File: config.mk
export PLATFORM = sky130hd
export DESIGN_NAME = disk_catalog_entry_parser_unit
export DESIGN_NICKNAME = d
export VERILOG_FILES = /design/src/sv/dcep_pkg.sv /design/src/sv/dcep_front.sv /design/src/sv/dcep_queue.sv /design/src/sv/dcep_back.sv /design/src/sv/disk_catalog_entry_parser_unit.sv
export SDC_FILE = /design/constraint.sdc
export NUM_CORES = 1
export LEC_CHECK = 0
export ABC_AREA = 0
export BUFFER_PORTS_ARGS = -buffer_cell sky130_fd_sc_hd__buf_2
export CORE_ASPECT_RATIO = 1.5
export CORE_MARGIN = 1.5
export CORE_UTILIZATION = 60
export CTS_CLUSTER_DIAMETER = 30
export CTS_CLUSTER_SIZE = 30
export DETAILED_ROUTE_END_ITERATION = 16
export PLACE_DENSITY = 0.79
export SYNTH_ARGS = -nofsm -noshare
export SYNTH_HDL_FRONTEND = slang
export SYNTH_SLANG_ARGS = --single-unit
export TNS_END_PERCENT = 10
File: constraint.sdc
create_clock -name clk -period 26.9 [get_ports clk]
set_clock_uncertainty 0.1 [all_clocks]
set_input_delay 2.69 -clock clk [delete_from_list [all_inputs] [get_ports clk]]
set_output_delay 2.69 -clock clk [all_outputs]
set_load 0.03 [all_outputs]
File: src/sv/dcep_pkg.sv
package dcep_pkg;

  // Record kinds carried on the master tuser.
  localparam logic [1:0] KIND_ENTRY = 2'd0;
  localparam logic [1:0] KIND_LAST  = 2'd1;
  localparam logic [1:0] KIND_END   = 2'd2;

  // Decoded file types.
  localparam logic [2:0] FT_BASIC   = 3'd0;
  localparam logic [2:0] FT_NUM_ARR = 3'd1;
  localparam logic [2:0] FT_CHR_ARR = 3'd2;
  localparam logic [2:0] FT_CODE    = 3'd3;
  localparam logic [2:0] FT_PRINT   = 3'd4;
  localparam logic [2:0] FT_SEQ     = 3'd5;
  localparam logic [2:0] FT_DELETED = 3'd6;
  localparam logic [2:0] FT_UNKNOWN = 3'd7;

  localparam logic [7:0] MARK_END     = 8'h00;
  localparam logic [7:0] MARK_DELETED = 8'h01;
  localparam logic [7:0] CHAR_QMARK   = 8'h3F;
  localparam logic [7:0] CHAR_SPACE   = 8'h20;
  localparam logic [7:0] CHAR_DEL     = 8'h7F;

  localparam logic [3:0] LAST_POS = 4'd15;

  localparam int SECTOR_W = 15;
  localparam int COUNT_W  = 8;
  localparam int USED_W   = 23;
  localparam int ODATA_W  = 176;

  // One finished piece of work handed from the front to the back.
  typedef struct packed {
    logic [1:0]              kind;
    logic                    deleted;
    logic [15:0][7:0]        bytes;
    logic [COUNT_W-1:0]      entry_count;
    logic [COUNT_W-1:0]      del_seen;
    logic [SECTOR_W-1:0]     sectors;
  } job_t;

  function automatic logic [2:0] decode_type(input logic [7:0] c);
    logic [2:0] t;
    t = FT_UNKNOWN;
    if (c == 8'h42) t = FT_BASIC;
    else if (c == 8'h44) t = FT_NUM_ARR;
    else if (c == 8'h43) t = FT_CODE;
    else if (c == 8'h23) t = FT_PRINT;
    else if (c == 8'h53) t = FT_SEQ;
    else if (c >= 8'h41 && c <= 8'h5A) t = FT_NUM_ARR;
    else if (c >= 8'h61 && c <= 8'h7A) t = FT_CHR_ARR;
    return t;
  endfunction

endpackage

File: src/sv/dcep_front.sv
module dcep_front #(
  parameter int MAX_ENTRIES = 128
) (
  input  logic              clk,
  input  logic              rst,
  input  logic              valid,
  input  logic              ready,
  input  logic [7:0]        cat_byte,
  input  logic              first_byte,
  output logic              push,
  output dcep_pkg::job_t    job
);
  import dcep_pkg::*;

  localparam logic [COUNT_W-1:0] MaxCount = COUNT_W'(MAX_ENTRIES);

  logic [7:0]          entry_bytes [15];
  logic [3:0]          pos;
  logic [COUNT_W-1:0]  entry_total;
  logic [COUNT_W-1:0]  deleted_total;
  logic [SECTOR_W-1:0] sector_total;
  logic                finished;

  logic [3:0]          pos_eff;
  logic [COUNT_W-1:0]  entry_eff, deleted_eff, entry_next, deleted_next;
  logic [SECTOR_W-1:0] sector_eff, sector_next;
  logic                fin_eff, is_end, is_last, del, accept, full_now;

  always_comb begin
    accept      = valid && ready;
    pos_eff     = first_byte ? 4'd0 : pos;
    entry_eff   = first_byte ? '0 : entry_total;
    deleted_eff = first_byte ? '0 : deleted_total;
    sector_eff  = first_byte ? '0 : sector_total;
    fin_eff     = first_byte ? 1'b0 : finished;
    is_end      = !fin_eff && (pos_eff == 4'd0) && (cat_byte == MARK_END);
    is_last     = !fin_eff && !is_end && (pos_eff == LAST_POS);
    del         = (entry_bytes[0] == MARK_DELETED);
    entry_next  = entry_eff + 1'b1;
    deleted_next = del ? deleted_eff + 1'b1 : deleted_eff;
    sector_next = del ? sector_eff : sector_eff + SECTOR_W'(entry_bytes[13]);
    full_now    = (entry_next >= MaxCount);
    push        = accept && (is_end || is_last);

    job.deleted = del;
    for (int k = 0; k < 15; k++) job.bytes[k] = entry_bytes[k];
    job.bytes[15] = cat_byte;
    priority if (is_end) begin
      job.kind        = KIND_END;
      job.entry_count = entry_eff;
      job.del_seen    = deleted_eff;
      job.sectors     = sector_eff;
    end else begin
      job.kind        = full_now ? KIND_LAST : KIND_ENTRY;
      job.entry_count = entry_next;
      job.del_seen    = deleted_next;
      job.sectors     = sector_next;
    end
  end

  always_ff @(posedge clk) begin
    if (accept && !fin_eff && (pos_eff != LAST_POS)) begin
      entry_bytes[pos_eff] <= cat_byte;
    end
  end

  always_ff @(posedge clk) begin
    if (rst) begin
      pos           <= '0;
      entry_total   <= '0;
      deleted_total <= '0;
      sector_total  <= '0;
      finished      <= 1'b0;
    end else if (accept) begin
      priority if (fin_eff || is_end) begin
        pos <= pos_eff;
      end else if (is_last) begin
        pos <= 4'd0;
      end else begin
        pos <= pos_eff + 4'd1;
      end
      entry_total   <= is_last ? entry_next : entry_eff;
      deleted_total <= is_last ? deleted_next : deleted_eff;
      sector_total  <= is_last ? sector_next : sector_eff;
      finished      <= fin_eff || is_end || (is_last && full_now);
    end
  end

  // A stopped parser always sits at the start of an entry.
  a_fin_pos: assert property (@(posedge clk) disable iff (rst)
    finished |-> (pos == 4'd0))
    else $error("finished with nonzero byte position");

  a_entry_cap: assert property (@(posedge clk) disable iff (rst)
    entry_total <= MaxCount)
    else $error("entry total beyond catalog size");

  a_del_cap: assert property (@(posedge clk) disable iff (rst)
    deleted_total <= entry_total)
    else $error("more deleted entries than entries");

endmodule

File: src/sv/dcep_queue.sv
module dcep_queue (
  input  logic            clk,
  input  logic            rst,
  input  logic            push,
  input  dcep_pkg::job_t  push_job,
  input  logic            pop,
  output logic            not_empty,
  output logic            not_full,
  output dcep_pkg::job_t  head
);
  import dcep_pkg::*;

  job_t       mem [2];
  logic       wr_ptr, rd_ptr;
  logic [1:0] count;

  assign not_empty = (count != 2'd0);
  assign not_full  = (count != 2'd2);
  assign head      = mem[rd_ptr];

  always_ff @(posedge clk) begin
    if (push) begin
      mem[wr_ptr] <= push_job;
    end
  end

  always_ff @(posedge clk) begin
    if (rst) begin
      wr_ptr <= 1'b0;
      rd_ptr <= 1'b0;
      count  <= 2'd0;
    end else begin
      if (push) wr_ptr <= ~wr_ptr;
      if (pop) rd_ptr <= ~rd_ptr;
      unique case ({push, pop})
        2'b10:   count <= count + 2'd1;
        2'b01:   count <= count - 2'd1;
        default: count <= count;
      endcase
    end
  end

  a_no_overrun: assert property (@(posedge clk) disable iff (rst)
    push |-> (not_full || pop))
    else $error("queue written while full");

  a_no_underrun: assert property (@(posedge clk) disable iff (rst)
    pop |-> not_empty)
    else $error("queue read while empty");

  a_count_range: assert property (@(posedge clk) disable iff (rst)
    count <= 2'd2)
    else $error("queue count out of range");

endmodule

File: src/sv/dcep_back.sv
module dcep_back (
  input  logic                         clk,
  input  logic                         rst,
  input  logic                         job_valid,
  input  dcep_pkg::job_t               job,
  output logic                         pop,
  output logic                         m_tvalid,
  input  logic                         m_tready,
  output logic [dcep_pkg::ODATA_W-1:0] m_tdata,
  output logic [1:0]                   m_tuser
);
  import dcep_pkg::*;

  logic [7:0]          src   [8];
  logic [7:0]          chr   [8];
  logic [7:0]          alive;
  logic [7:0]          solid;
  logic [7:0]          keep;
  logic [63:0]         name;
  logic                is_end;
  logic [2:0]          ftype;
  logic [ODATA_W-1:0]  data_next;

  always_comb begin
    is_end = (job.kind == KIND_END);
    // A deleted entry's first character is a fixed '?', which neither ends
    // the name nor gets trimmed, so it flows through the common path.
    for (int k = 0; k < 8; k++) begin
      src[k] = job.bytes[k];
    end
    if (job.deleted) src[0] = CHAR_QMARK;
    for (int k = 0; k < 8; k++) begin
      chr[k] = (src[k] >= CHAR_SPACE && src[k] < CHAR_DEL) ? src[k] : CHAR_QMARK;
    end
    // alive: no NUL at or before this position.
    alive[0] = (src[0] != 8'h00);
    for (int k = 1; k < 8; k++) alive[k] = alive[k-1] && (src[k] != 8'h00);
    // solid: some live non-space character at or after this position.
    solid[7] = alive[7] && (chr[7] != CHAR_SPACE);
    for (int k = 6; k >= 0; k--) begin
      solid[k] = solid[k+1] || (alive[k] && (chr[k] != CHAR_SPACE));
    end
    keep = alive & solid;
    for (int k = 0; k < 8; k++) name[k*8 +: 8] = keep[k] ? chr[k] : 8'h00;

    ftype = job.deleted ? FT_DELETED : decode_type(job.bytes[8]);

    data_next = '0;
    if (!is_end) begin
      data_next[63:0]    = name;
      data_next[71:64]   = job.bytes[8];
      data_next[74:72]   = ftype;
      data_next[90:75]   = {job.bytes[10], job.bytes[9]};
      data_next[106:91]  = {job.bytes[12], job.bytes[11]};
      data_next[114:107] = job.bytes[13];
      data_next[122:115] = job.bytes[14];
      data_next[130:123] = job.bytes[15];
    end
    data_next[138:131] = job.entry_count;
    data_next[146:139] = job.del_seen;
    data_next[169:147] = {job.sectors, 8'h00};

    pop = job_valid && (!m_tvalid || m_tready);
  end

  always_ff @(posedge clk) begin
    if (pop) begin
      m_tdata <= data_next;
      m_tuser <= job.kind;
    end
  end

  always_ff @(posedge clk) begin
    if (rst) begin
      m_tvalid <= 1'b0;
    end else if (pop) begin
      m_tvalid <= 1'b1;
    end else if (m_tready) begin
      m_tvalid <= 1'b0;
    end
  end

  a_kind_legal: assert property (@(posedge clk) disable iff (rst)
    m_tvalid |-> (m_tuser == KIND_ENTRY || m_tuser == KIND_LAST || m_tuser == KIND_END))
    else $error("illegal record kind");

  a_end_blank: assert property (@(posedge clk) disable iff (rst)
    (m_tvalid && m_tuser == KIND_END) |-> (m_tdata[130:0] == '0))
    else $error("end record carries entry fields");

  a_counts: assert property (@(posedge clk) disable iff (rst)
    m_tvalid |-> (m_tdata[146:139] <= m_tdata[138:131]))
    else $error("deleted count exceeds file count");

endmodule

File: src/sv/disk_catalog_entry_parser_unit.sv
// Catalog parser for a TR-DOS style disk image. Catalog bytes arrive one per
// transfer on the slave stream and group into 16-byte entries; a record
// comes out on the master stream when the 16th byte of an entry arrives, or
// when an entry starts with a zero byte (end record with the totals only).
// Setting tuser on a byte restarts the parse and clears the totals; after
// the end record, or after the entry that fills MAX_ENTRIES slots, bytes
// are dropped until the next restart. The block takes one byte per cycle
// while the queue has room. A record appears on the master side once the
// front has registered the finished entry into a two-deep queue and the
// back has formatted it into the output register. If the master side
// stalls, the queue absorbs two records before the slave side is held off.
module disk_catalog_entry_parser_unit #(
  parameter int MAX_ENTRIES = 128
) (
  input  logic                         clk,
  input  logic                         rst,
  // Slave stream: one catalog byte per transfer.
  input  logic                         s_tvalid,
  output logic                         s_tready,
  input  logic [7:0]                   s_tdata,   // [7:0] cat_byte
  input  logic [0:0]                   s_tuser,   // [0] first_byte
  // Master stream: one record per transfer.
  output logic                         m_tvalid,
  input  logic                         m_tready,
  // [63:0] name_chars, [71:64] ext_char, [74:72] file_type,
  // [90:75] start_or_line, [106:91] length_bytes, [114:107] sector_len,
  // [122:115] first_sector, [130:123] first_track, [138:131] files_seen,
  // [146:139] del_seen, [169:147] space_used, [175:170] zero
  output logic [dcep_pkg::ODATA_W-1:0] m_tdata,
  output logic [1:0]                   m_tuser    // [1:0] record_kind
);
  import dcep_pkg::*;

  logic push, pop, q_not_empty, q_not_full;
  job_t push_job, head_job;

  // The front is held off whenever the queue cannot take another record.
  assign s_tready = q_not_full;

  dcep_front #(
    .MAX_ENTRIES(MAX_ENTRIES)
  ) u_front (
    .clk        (clk),
    .rst        (rst),
    .valid      (s_tvalid),
    .ready      (s_tready),
    .cat_byte   (s_tdata),
    .first_byte (s_tuser[0]),
    .push       (push),
    .job        (push_job)
  );

  dcep_queue u_queue (
    .clk       (clk),
    .rst       (rst),
    .push      (push),
    .push_job  (push_job),
    .pop       (pop),
    .not_empty (q_not_empty),
    .not_full  (q_not_full),
    .head      (head_job)
  );

  dcep_back u_back (
    .clk       (clk),
    .rst       (rst),
    .job_valid (q_not_empty),
    .job       (head_job),
    .pop       (pop),
    .m_tvalid  (m_tvalid),
    .m_tready  (m_tready),
    .m_tdata   (m_tdata),
    .m_tuser   (m_tuser)
  );

endmodule
After elaboration in Yosys (flattened, before gate mapping)
Memories as Yosys holds them, arrays and structs flattened. A register that Yosys moved wholly into a read port is not among the register bits.
Cells that the tools add are included.
{"block": "word_totals", "register_bits": 205, "mem_bits_rw": 444, "n_memories": 2}
{"block": "classes", "addsub": 6, "n_lt_le_gt_ge": 21, "eq_ne": 20, "muxes": 41, "bitwise_logic": 11, "reduce_logical": 71}
{"name": "u_queue.mem", "depth": 2, "width": 162, "rd": 1, "rd_clocked_by_memory_dff": 1, "write_ports": 1, "line_no": "dcep_queue.sv:13", "text": "job_t mem [2];"}
{"name": "u_front.entry_bytes", "depth": 15, "width": 8, "rd": 15, "rd_clocked_by_memory_dff": 0, "write_ports": 1, "line_no": "dcep_front.sv:17", "text": "logic [7:0] entry_bytes [15];"}
{"operator": "$mux 8", "count": 14}
{"operator": "$ge 8x6->1 const B", "count": 8}
{"operator": "$lt 8x7->1 const B", "count": 8}
{"operator": "$ne 8x6->1 const B", "count": 8}
{"operator": "$reduce_bool 8->1", "count": 8}
{"operator": "$mux 15", "count": 3}
{"operator": "$logic_and 1x1->1", "count": 35}
{"operator": "$eq 8x7->1 const B", "count": 4}
{"operator": "$mux 31", "count": 1}
{"operator": "$mux 3", "count": 8}
{"operator": "$add 8x1->8 const B", "count": 2}
{"operator": "$ge 8x7->1 const B", "count": 2}
{"operator": "$le 8x7->1 const B", "count": 2}
{"operator": "$reduce_or 2->1", "count": 8}
{"operator": "$add 15x8->15", "count": 1}
{"operator": "$mux 4", "count": 3}
{"operator": "$logic_or 1x1->1", "count": 11}
{"operator": "$mux 1", "count": 10}
{"operator": "$not 1->1", "count": 10}
{"operator": "$and 8x8->8", "count": 1}
{"operator": "$eq 8x1->1 const B", "count": 1}
{"operator": "$eq 8x6->1 const B", "count": 1}
{"operator": "$ge 8x8->1 const B", "count": 1}
{"operator": "$logic_not 8->1", "count": 1}
{"operator": "14 further kinds", "count": 19}

Depth between registers and ports, before layout
Gate-level depths: netlist (run 1).
{"block": "logic_depth", "depth_word": 20, "ltp_mapped": 15, "depth_no_buf": 12}

Modules after synthesis
From an unflattened synthesis (run 1), not the netlist that was laid out.
{"block": "hier_totals", "hier_cells": 1510, "hier_area_um2": 25577.0}
{"mod": "dcep_queue", "instances": 1, "cells_per_inst": 526, "area_per_inst_um2": 12211.7, "seq_area_each_um2": 9829.4}
{"mod": "dcep_front", "instances": 1, "cells_per_inst": 527, "area_per_inst_um2": 6725.2, "seq_area_each_um2": 4324.1}
{"mod": "dcep_back", "instances": 1, "cells_per_inst": 457, "area_per_inst_um2": 6640.1, "seq_area_each_um2": 4944.7}

Worst setup path before layout (run 1)
OpenSTA, ideal clock, no wires.
{"block": "synth_path", "path_type": "in2reg", "startpoint": "input port s_tuser", "endpoint": "memory u_queue.mem[0][0] (netlist bit) (enable)", "setup_ns": 0.687, "t_arrival_ns": 11.726, "setup_slack_ns": 14.387, "path_stages": 12, "n_path_buf": 5, "path_cell_list": "clkbuf_1 > clkbuf_1 > clkbuf_1 > clkbuf_1 > nand2b_1 > ha_1 > nor4b_1 > nand4_1 > buf_2 > inv_1 > o21ai_0 > nor2_1"}
{"block": "synth_between", "elab_chain_len": 11, "word_cells_on_any_way": 14, "classes_between": "eq/ne (1); mux (4); reduce/logical (9)"}
{"item": "start: declaration", "line_no": "disk_catalog_entry_parser_unit.sv:21", "text": "input logic [0:0] s_tuser,"}
{"item": "$mux 4 / $mux 1 (equally long branches)", "line_no": "dcep_front.sv:31, dcep_front.sv:35"}
{"item": "$logic_not 4->1 / $logic_not 1->1 (equally long branches)", "line_no": "dcep_front.sv:36, dcep_front.sv:37"}
{"item": "$logic_and 1x1->1 (2 in a row)", "line_no": "dcep_front.sv:36", "text": "is_end = !fin_eff && (pos_eff == 4'd0) && (cat_byte == MARK_END);"}
{"item": "$logic_not 1->1", "line_no": "dcep_front.sv:37", "text": "is_last = !fin_eff && !is_end && (pos_eff == LAST_POS);"}
{"item": "$logic_and 1x1->1 (2 in a row)", "line_no": "dcep_front.sv:37"}
{"item": "$logic_or 1x1->1 *", "line_no": "dcep_front.sv:43", "text": "push = accept && (is_end || is_last);"}
{"item": "$logic_and 1x1->1 *", "line_no": "dcep_front.sv:43"}
{"item": "$mux 1 *", "line_no": "dcep_queue.sv:22", "text": "if (push) begin"}
{"item": "$mux 1 (not written as such) *", "line_no": "dcep_queue.sv:23", "text": "mem[wr_ptr] <= push_job;"}
{"item": "end: declaration", "line_no": "dcep_queue.sv:13"}
Mark *: on every way between the ends. The rest lies on a longest branch, timed or not.

Final worst setup path (run 1)
{"block": "layout_path", "startpoint": "input port s_tuser", "endpoint": "memory u_queue.mem[0][32] (netlist bit) (enable)"}
Same word-level chain as after synthesis.

==> impl_metrics.json, run 1 <==
{
  "crit_path_start_kind": "input port",
  "worstPathMaxFanout": 78,
  "drt_iter0_markers": 1009,
  "nNetsFinal": 1847,
  "yosysTopAreaCell": "edfxtp_1",
  "whs_ps": 340,
  "cts_resized": 0,
  "chipHeight_um": 254,
  "grt_first_pass_wirelength_mm": 78.2,
  "ys.flop_type": "edfxtp_1",
  "finalSetupViolCount": 0,
  "num_rows": 92,
  "grt_use_total_pct": 24.3,
  "setup_tns_ps": 0,
  "synth_top_cell_area_share_pct": 72.2,
  "via_per_inst": 5.82,
  "ctsHoldBuffers": 0,
  "cp.arrival_ps": 7190,
  "grt_max_degree": 80,
  "finalCriticalPeriod_ps": 7080,
  "ant_nets": 0,
  "synth-seq-cells": 650,
  "synth_common_cells": "608 x edfxtp_1, 171 x nor2_1, 110 x mux2i_1",
  "cp-end-kind": "flip-flop",
  "numPortBuffers": 178,
  "syn_inst": 1602,
  "cts_setup_buffers": 0,
  "place_congestion": 0.886,
  "synth_cell_types": 79,
  "cts_root_buf": "clkbuf_16",
  "syn_to_final_growth_pct": 16.4,
  "clkLatencyLatePin_ps": 600,
  "clk_pin_slew_ps": 60,
  "grt.overflow.total": 0,
  "io_pins": 193,
  "hold_path_class": "reg -> reg",
  "postSynthAreaPerCell_um2": 15.8,
  "slew_violations": 0,
  "vdd_drop_max_v": 0.0000894,
  "numCtsBuffers": 78,
  "place_inst": 2302,
  "worst_pin_slew_ps": 1220,
  "slew_headroom_pct": 18.4,
  "drive_above_1_share_pct": 20.9,
  "synth_warnings": 0,
  "critPathKind": "in -> reg",
  "synth_edf_count": 608,
  "drt-total-wl_mm": 51.7,
  "p_leak_nw": 9.90,
  "start_util_pct": 60.5,
  "grt_pass1_vias": 14217,
  "rsz0062_at_grt": "false",
  "routedWlPerCell_um": 21.1,
  "hpwl_mm": 32.3,
  "synth_area_um2": 25300,
  "cts_tree": "built",
  "design.die.area_um2": 43400,
  "cp_data_required_time_ps": 27010,
  "die_w_um": 171,
  "yosysMostFrequentCell": "edfxtp_1",
  "antenna_found_initial": 0,
  "clock.fmax_ghz": 0.141,
  "power_density_nw_per_um2": 90.0,
  "timing.final.crit_share_pct": 26.3,
  "drc_errors": 1,
  "clockBufferDepth": 3,
  "status": "complete, but fails checks",
  "antenna_cells": 0,
  "cts_sinks": 650,
  "maxCapViolCount": 0,
  "yosysSeqAreaShare_pct": 75.5,
  "first_pass_iters": 11,
  "synth.area.top_cells": "edfxtp_1 72%, mux2i_1 4.4%, dfxtp_1 3.3%, nor2_1 2.5%, a21oi_1 2.0%",
  "finalNonFillerCells": 2448,
  "htree_levels": 3,
  "hold_violations": 0,
  "core_um2": 41800,
  "via_count": 14245,
  "async_flop_share_pct": 0,
  "violations": "design-rule violations"
}
==> path summary, 6_finish.rpt <==
check | from | end | slack [ps] | depth (start not counted)
setup / recovery | s_tuser | u_queue.mem[0][32] | 19820 | 12
hold / removal | u_front.entry_bytes[1][3] | u_queue.mem[0][42] | 340 | 0
setup reg to reg | u_front.pos[2] | u_queue.mem[0][32] | 22230 | 10
hold reg to reg | u_front.entry_bytes[1][3] | u_queue.mem[0][42] | 340 | 0
==> metal layers <==
layer / wire length [µm] / share of wire, % / global-route usage [%] / up-vias
met1: 18900 / 37 / 27.2 / 7056
met5: 0 / 0 / 0 / -
met4: 2610 / 5.0 / 14.5 / 0
met2: 27700 / 54 / 43.9 / 518
met3: 2510 / 4.8 / 3.57 / 149
li1: - / - / - / 6522
==> cells in the final DEF, fill, tap and decap left out, types with 8 or more instances in the layout <==
master,n
buf_2,178
nand3_1,32
inv_6,14
nor2b_1,32
nor3_1,24
nor2_1,169
conb_1,22
edfxtp_1,608
mux2i_1,110
nand3b_1,8
xor2_1,8
or4_1,8
buf_4,12
clkinv_8,8
clkbuf_16,82
nor4_1,14
inv_1,22
xnor2_1,20
dfxtp_1,41
a21oi_1,99
nand4_1,13
a31oi_1,12
and3_1,14
and2_1,9
mux2_2,40
a211oi_1,12
nand2_1,53
ha_1,15
o21ai_0,31
nand2b_1,23
==> power by group <==
part	internal, mW	switching (mW)	leakage, nW
combinational	0.103	0.244	2.72
clock	0.651	0.447	1.36
sequential	1.18	0.0249	5.81
total	1.93	0.716	9.90
==> critical path, cell delays in order <==
cell,delay (ps)
buf_2,70
buf_4,470
nand2b_1,240
ha_1,180
nor4b_1,230
nand4_1,130
buf_4,260
inv_1,220
o21ai_0,370
nor2_4,380
buf_4,900
buf_4,930
==> state kept, by name (all words and copies together), names as in the netlist, named ones only <==
register / count
u_queue.count: 2
u_front.entry_bytes: 120
u_front.sector_total: 15
u_front.entry_total: 8
u_queue.wr_ptr: 1
u_back.m_tvalid: 1
u_back.m_tdata: 162
u_back.m_tuser: 2
u_queue.rd_ptr: 1
u_queue.mem: 324
u_front.finished: 1
u_front.deleted_total: 8
u_front.pos: 4
==> final cells by class <==
class / instances / area, µm²
flip-flops and latches: 650 / 19100
fillers: 2635 / 12400
clock buffers: 86 / 2070
inverters: 22 / 82.6
repair buffers: 190 / 981
clock inverters: 60 / 741
multi-input cells: 876 / 5750
well taps: 564 / 706
==> metrics by stage <==
stage / util (%) / power [mW] / setup WS (ps) / instance area, µm²
floorplan: - / 1.50 / 14390 / 25400
global placement: 63.7 / 1.57 / 19330 / 26600
CTS: 70.4 / 2.67 / 19820 / 29400
global route: 70.4 / 2.73 / 19460 / 29400
detailed placement: 63.7 / 1.57 / 19210 / 26600
finish: 70.4 / 2.65 / 19820 / 29400
==> kinds of logic (layout without fill, tap and decap cells) <==
logic type / count (synthesis) / after routing / share of synthesized area [%]
simple gates: 441 / 441 / 8.92
fa+ha+maj: 16 / 16 / 0.821
mux: 150 / 150 / 6.13
xor+xnor: 28 / 28 / 0.970
buf+inv: 97 / 358 / 2.15
flops: 650 / 650 / 75.5
compound gates: 219 / 219 / 5.48
other cells: 1 / 22 / 0.0148
No activity file was read; power rests on OpenSTA's default activity.
==> run 2, diff against run 1 <==
- ABC_AREA: 0 -> 1
- CORE_UTILIZATION: 60 -> 54
- PLACE_DENSITY: 0.79 -> 0.75
- clock period: 26.9 -> 5.8 ns (I/O delays scaled with it)
==> impl_metrics.json, run 2 <==
{
  "cp.arrival_ps": 4320,
  "synth.area.top_cells": "edfxtp_1 73%, nand2_1 8.0%, dfxtp_1 3.3%, a21oi_1 2.8%, inv_1 2.4%",
  "start_util_pct": 54.8,
  "routedWlPerCell_um": 18.7,
  "clock.fmax_ghz": 0.240,
  "ys.flop_type": "edfxtp_1",
  "htree_levels": 3,
  "worstPathMaxFanout": 50,
  "drt_iter0_markers": 1220,
  "grt_first_pass_wirelength_mm": 81.2,
  "core_um2": 45900,
  "wl_met1_mm": 19.2,
  "syn_inst": 1986,
  "async_flop_share_pct": 0,
  "yosysTopAreaCell": "edfxtp_1",
  "first_pass_iters": 6,
  "yosysSeqAreaShare_pct": 75.9,
  "place_congestion": 0.859,
  "synth_edf_count": 608,
  "yosysMostFrequentCell": "edfxtp_1",
  "slew_headroom_pct": 27.1,
  "synth_common_cells": "608 x edfxtp_1, 537 x nand2_1, 159 x inv_1",
  "p_clk_share_pct": 35.3,
  "wl_met2_mm": 28.6,
  "synth_cell_types": 45,
  "finalSetupViolCount": 0,
  "hpwl_mm": 32.1,
  "synth_area_um2": 25200,
  "grt_pass1_vias": 15405,
  "swShare_pct": 33.0,
  "vdd_drop_max_v": 0.000350,
  "ant_nets": 0,
  "critPathKind": "in -> reg",
  "drt-total-wl_mm": 53.5,
  "io_pins": 193,
  "via_per_inst": 5.46,
  "pwr-share-seq_pct": 44.0,
  "p_leak_nw": 10.9,
  "highest_layer": "met5",
  "numCtsBuffers": 80,
  "crit_slowest_cell": "nor2_4",
  "postSynthAreaPerCell_um2": 12.7,
  "via_count": 15639,
  "drive_above_1_share_pct": 16.4,
  "final_core_util_pct": 64.1,
  "power_density_nw_per_um2": 477,
  "grt_use_total_pct": 22.5,
  "top_regs": "u_queue.mem x324, u_back.m_tdata x162, u_front.entry_bytes x120",
  "drc_errors": 0,
  "slew_violations": 0,
  "cts_resized": 0,
  "cp_data_required_time_ps": 5960,
  "design.die.area_um2": 47900,
  "maxCapViolCount": 0,
  "clkLatencyLatePin_ps": 620,
  "ctsHoldBuffers": 0,
  "grt_max_degree": 169,
  "syn_to_final_growth_pct": 16.9,
  "p_switching_mw": 4.62,
  "internal-power_mw": 9.40,
  "crit_path_start_kind": "input port",
  "n_fill_cell": 3350,
  "final_common_cell": "edfxtp_1",
  "clk_pin_slew_ps": 60,
  "wl_met3_mm": 3.30,
  "hold_violations": 0,
  "final_cell_mix": "608 x edfxtp_1, 537 x nand2_1, 178 x buf_2, 159 x inv_1, 138 x a21oi_1",
  "numPortBuffers": 178,
  "hold_path_class": "in -> reg",
  "synth-seq-cells": 650,
  "antenna_cells": 0,
  "timing.final.crit_share_pct": 71.7,
  "nNetsFinal": 2236,
  "whs_ps": 262,
  "synth_warnings": 0,
  "num_rows": 96,
  "cp-end-kind": "flip-flop",
  "antenna_found_initial": 1,
  "cpMostUsedCell": "inv_1",
  "cts_sinks": 650,
  "synth_top_cell_area_share_pct": 72.6,
  "finalCriticalPeriod_ps": 4160,
  "rsz0062_at_grt": "false",
  "die_w_um": 179,
  "status": "completed",
  "largest_register_ff_count": 324,
  "chipHeight_um": 267,
  "cts_setup_buffers": 0,
  "p_comb_share_pct": 20.8,
  "max_stage_delay_ps": 880,
  "cts_tree": "built",
  "path_cells": "buf_2 > nor2_1 > inv_1 > ha_1 > inv_1 > nor4_1 > nand2_1 > buf_4 > inv_1 > o21ai_0 > nor2_4 > buf_4",
  "largest_register": "u_queue.mem",
  "worst_pin_slew_ps": 1090,
  "cts_root_buf": "clkbuf_16",
  "grt.overflow.total": 0,
  "clockBufferDepth": 3
}
## run 2: layout make-up
class | count | area [µm²] | area share [%]
inverters | 164 | 618 | 2.10
multi-input cells | 1113 | 5120 | 17.4
well taps | 588 | 736 | 2.50
clock inverters | 67 | 696 | 2.37
flip-flops and latches | 650 | 19100 | 65.0
repair buffers | 198 | 1080 | 3.67
clock buffers | 83 | 2060 | 6.99
## run 2: layer usage
| metal | vias up | track usage [%] |
|---|---|---|
| li1 | 7303 | - |
| met3 | 186 | 3.62 |
| met2 | 636 | 40.3 |
| met1 | 7512 | 25.6 |
| met4 | 2 | 11.6 |
| met5 | - | 0 |
## run 2: critical path: cells and delay by family
kind	cells	cell delay [ps]
AOI/OAI and AO/OA	1	420
adders and majority gates	1	180
buffers and inverters	6	1680
and+or+nand+nor	4	1430
## run 2: worst paths after layout
kind                                           startpoint             endpoint  slack, ps  depth (start not counted)
worst max-delay path                              s_tuser  u_queue.mem[0][130]       1640                         12
worst min-delay path                             m_tready      u_back.m_tvalid        260                          4
worst max register to register             u_front.pos[0]  u_queue.mem[0][130]       1660                         13
worst min register to register  u_front.entry_bytes[4][6]   u_queue.mem[0][69]        330                          0
## run 2: power groups by stage
stage,Combinational (mW),Sequential [mW],Clock [mW]
6_report,2.91,6.16,4.94
5_1_grt,3.12,6.21,5.19
3_3_place_gp,2.88,6.26,0
3_5_place_dp,2.93,6.27,0
4_1_cts,2.94,6.17,5.01
2_1_floorplan,0.912,7.39,0
## run 2: metrics by stage
stage          power [mW]  instances  setup TNS, ps  cell area (µm²)  setup slack, ps
2_1_floorplan        8.30       2007        -366060            25300            -1130
3_3_place_gp         9.14       2713              0            26700             1220
3_5_place_dp         9.19       2713              0            26700             1110
4_1_cts              14.1       2863              0            29400             1700
5_1_grt              14.5       2863              0            29400             1340
6_report             14.0       2863              0            29400             1640
## run 2: logic make-up (layout without fill, tap and decap cells)
group	Yosys count	count (layout)	share of synthesized area, %
buf+inv	244	512	4.16
other cells	1	22	0.0149
fa+ha+maj	16	16	0.826
mux	4	4	0.159
xor+xnor	18	18	0.627
simple gates	799	799	13.0
flops	650	650	75.9
compound gates	254	254	5.35
==> run 3, diff against run 2 <==
- ABC_AREA: 1 -> 0
- CORE_UTILIZATION: 54 -> 60
- PLACE_DENSITY: 0.75 -> 0.79
- clock period: 5.8 -> 4.3 ns (I/O delays scaled with it)
==> impl_metrics.json, run 3 (same netlist as run 1, synthesis figures left out) <==
{
  "maxCapViolCount": 0,
  "drt_iter0_markers": 1064,
  "place_inst": 2321,
  "crit_path_start_kind": "flip-flop",
  "r2r_cells": 9,
  "finalSetupViolCount": 0,
  "final_cell_mix": "608 x edfxtp_1, 178 x buf_2, 169 x nor2_1, 110 x mux2i_1, 99 x a21oi_1",
  "place_congestion": 0.947,
  "cts_setup_buffers": 0,
  "drive_above_1_share_pct": 22.0,
  "start_util_pct": 60.5,
  "timing.final.crit_share_pct": 73.6,
  "cts_tree": "built",
  "top_regs": "u_queue.mem x324, u_back.m_tdata x162, u_front.entry_bytes x120",
  "antenna_cells": 0,
  "first_pass_iters": 7,
  "drt-total-wl_mm": 52.6,
  "drc_errors": 0,
  "io_pins": 193,
  "reg2reg_slack_ps": 1130,
  "clockBufferDepth": 3,
  "ctsHoldBuffers": 0,
  "setup_tns_ps": 0,
  "syn_to_final_growth_pct": 16.6,
  "clk_pin_slew_ps": 60,
  "design.die.area_um2": 43400,
  "antenna_found_initial": 2,
  "holdCritStartpoint": "m_tready",
  "chipHeight_um": 254,
  "routedWlPerCell_um": 21.4,
  "numCtsBuffers": 76,
  "worst_pin_slew_ps": 966,
  "grt_pass1_vias": 14135,
  "nNetsFinal": 1864,
  "rsz0062_at_grt": "false",
  "slew_headroom_pct": 35.6,
  "clkLatencyLatePin_ps": 600,
  "clock.fmax_ghz": 0.316,
  "slew_violations": 0,
  "finalNonFillerCells": 2458,
  "cts_root_buf": "clkbuf_16",
  "die_w_um": 171,
  "hold_violations": 0,
  "cp-end-kind": "flip-flop",
  "grt_use_total_pct": 24.5,
  "ant_nets": 0,
  "hold_path_class": "in -> reg",
  "htree_levels": 3,
  "largest_register_ff_count": 324,
  "cts_sinks": 650,
  "p_leak_nw": 9.90,
  "holdPathStages": 3,
  "num_rows": 92,
  "grt_max_degree": 97,
  "power_density_nw_per_um2": 550,
  "largest_register": "u_queue.mem",
  "final_common_cell": "edfxtp_1",
  "n_fill_cell": 2570,
  "grt_first_pass_wirelength_mm": 78.6,
  "critPathKind": "reg -> reg",
  "via_per_inst": 5.83,
  "cp_data_required_time_ps": 4530,
  "min_to": "u_back.m_tvalid",
  "via_count": 14339,
  "cp.arrival_ps": 3390,
  "core_um2": 41800,
  "vdd_drop_max_v": 0.000579,
  "rr_endpoint": "u_back.m_tdata[62]",
  "worstPathMaxFanout": 82,
  "numPortBuffers": 178,
  "status": "completed",
  "grt.overflow.total": 0,
  "cts_resized": 0,
  "finalCriticalPeriod_ps": 3170,
  "hpwl_mm": 33.0
}
run 3: cell count changes in the layout (fill, tap and decap cells not counted), moves of 39 or more:
cell / delta
nand2_1: -484
inv_1: -139
a21oi_1: -39
nor2_1: +47
o21ai_0: -49
mux2i_1: +106
mux2_2: +40
run 3: worst max-delay path: stages, from the launching register on:
cell	delay (ps)
dfxtp_4	640
buf_12	410
nand2b_1	140
or3_1	380
a21oi_2	340
nor4_4	110
and3_1	190
and2b_1	240
o221ai_2	170
nor3_1	110
run 3: power by group:
| group | switching, mW | internal, mW |
|---|---|---|
| sequential | 0.131 | 7.38 |
| combinational | 1.58 | 0.674 |
| clock | 2.68 | 3.78 |
| total | 4.39 | 11.8 |
run 3: routing by layer:
metal,track usage (%),routed length (µm),up-vias
met5,0,14,-
met4,12.7,2330,4
met3,3.94,2970,155
met2,45.6,29000,572
met1,26.6,18300,7049
li1,-,-,6559
run 3: area by class of cell:
class	count	area (µm²)	share of cell area, %
flip-flops and latches	650	19100	64.8
multi-input cells	876	5810	19.7
clock buffers	83	1990	6.75
repair buffers	209	1190	4.02
well taps	564	706	2.39
clock inverters	54	613	2.08
inverters	22	87.6	0.297
run 3: worst max-delay path by stage:
stage | cells after the start | slack (ps) | to | from
finish | 9 | 1130 | u_back.m_tdata[62] | flip-flop
global route | 9 | 910 | u_back.m_tdata[62] | flip-flop
CTS | 9 | 1120 | u_back.m_tdata[62] | flip-flop
detailed placement | 8 | 890 | u_queue.mem[1][3] | s_tuser
global placement | 14 | 950 | u_queue.mem[0][14] | s_tuser
floorplan | 12 | -520 | u_queue.mem[0][0] | s_tuser
run 3: through the flow:
step                      utilization (%)  power, mW  worst slack, ps  hold slack, ps  area (µm²)
after global routing                 70.6       16.7              911             103       29500
after global placement               64.3       9.85              950             322       26900
after floorplan                         -       9.35             -524             321       25500
after detailed placement             64.3       9.90              891             330       26900
after CTS                            70.6       16.3             1120            74.5       29500
final                                70.6       16.2             1130            98.8       29500
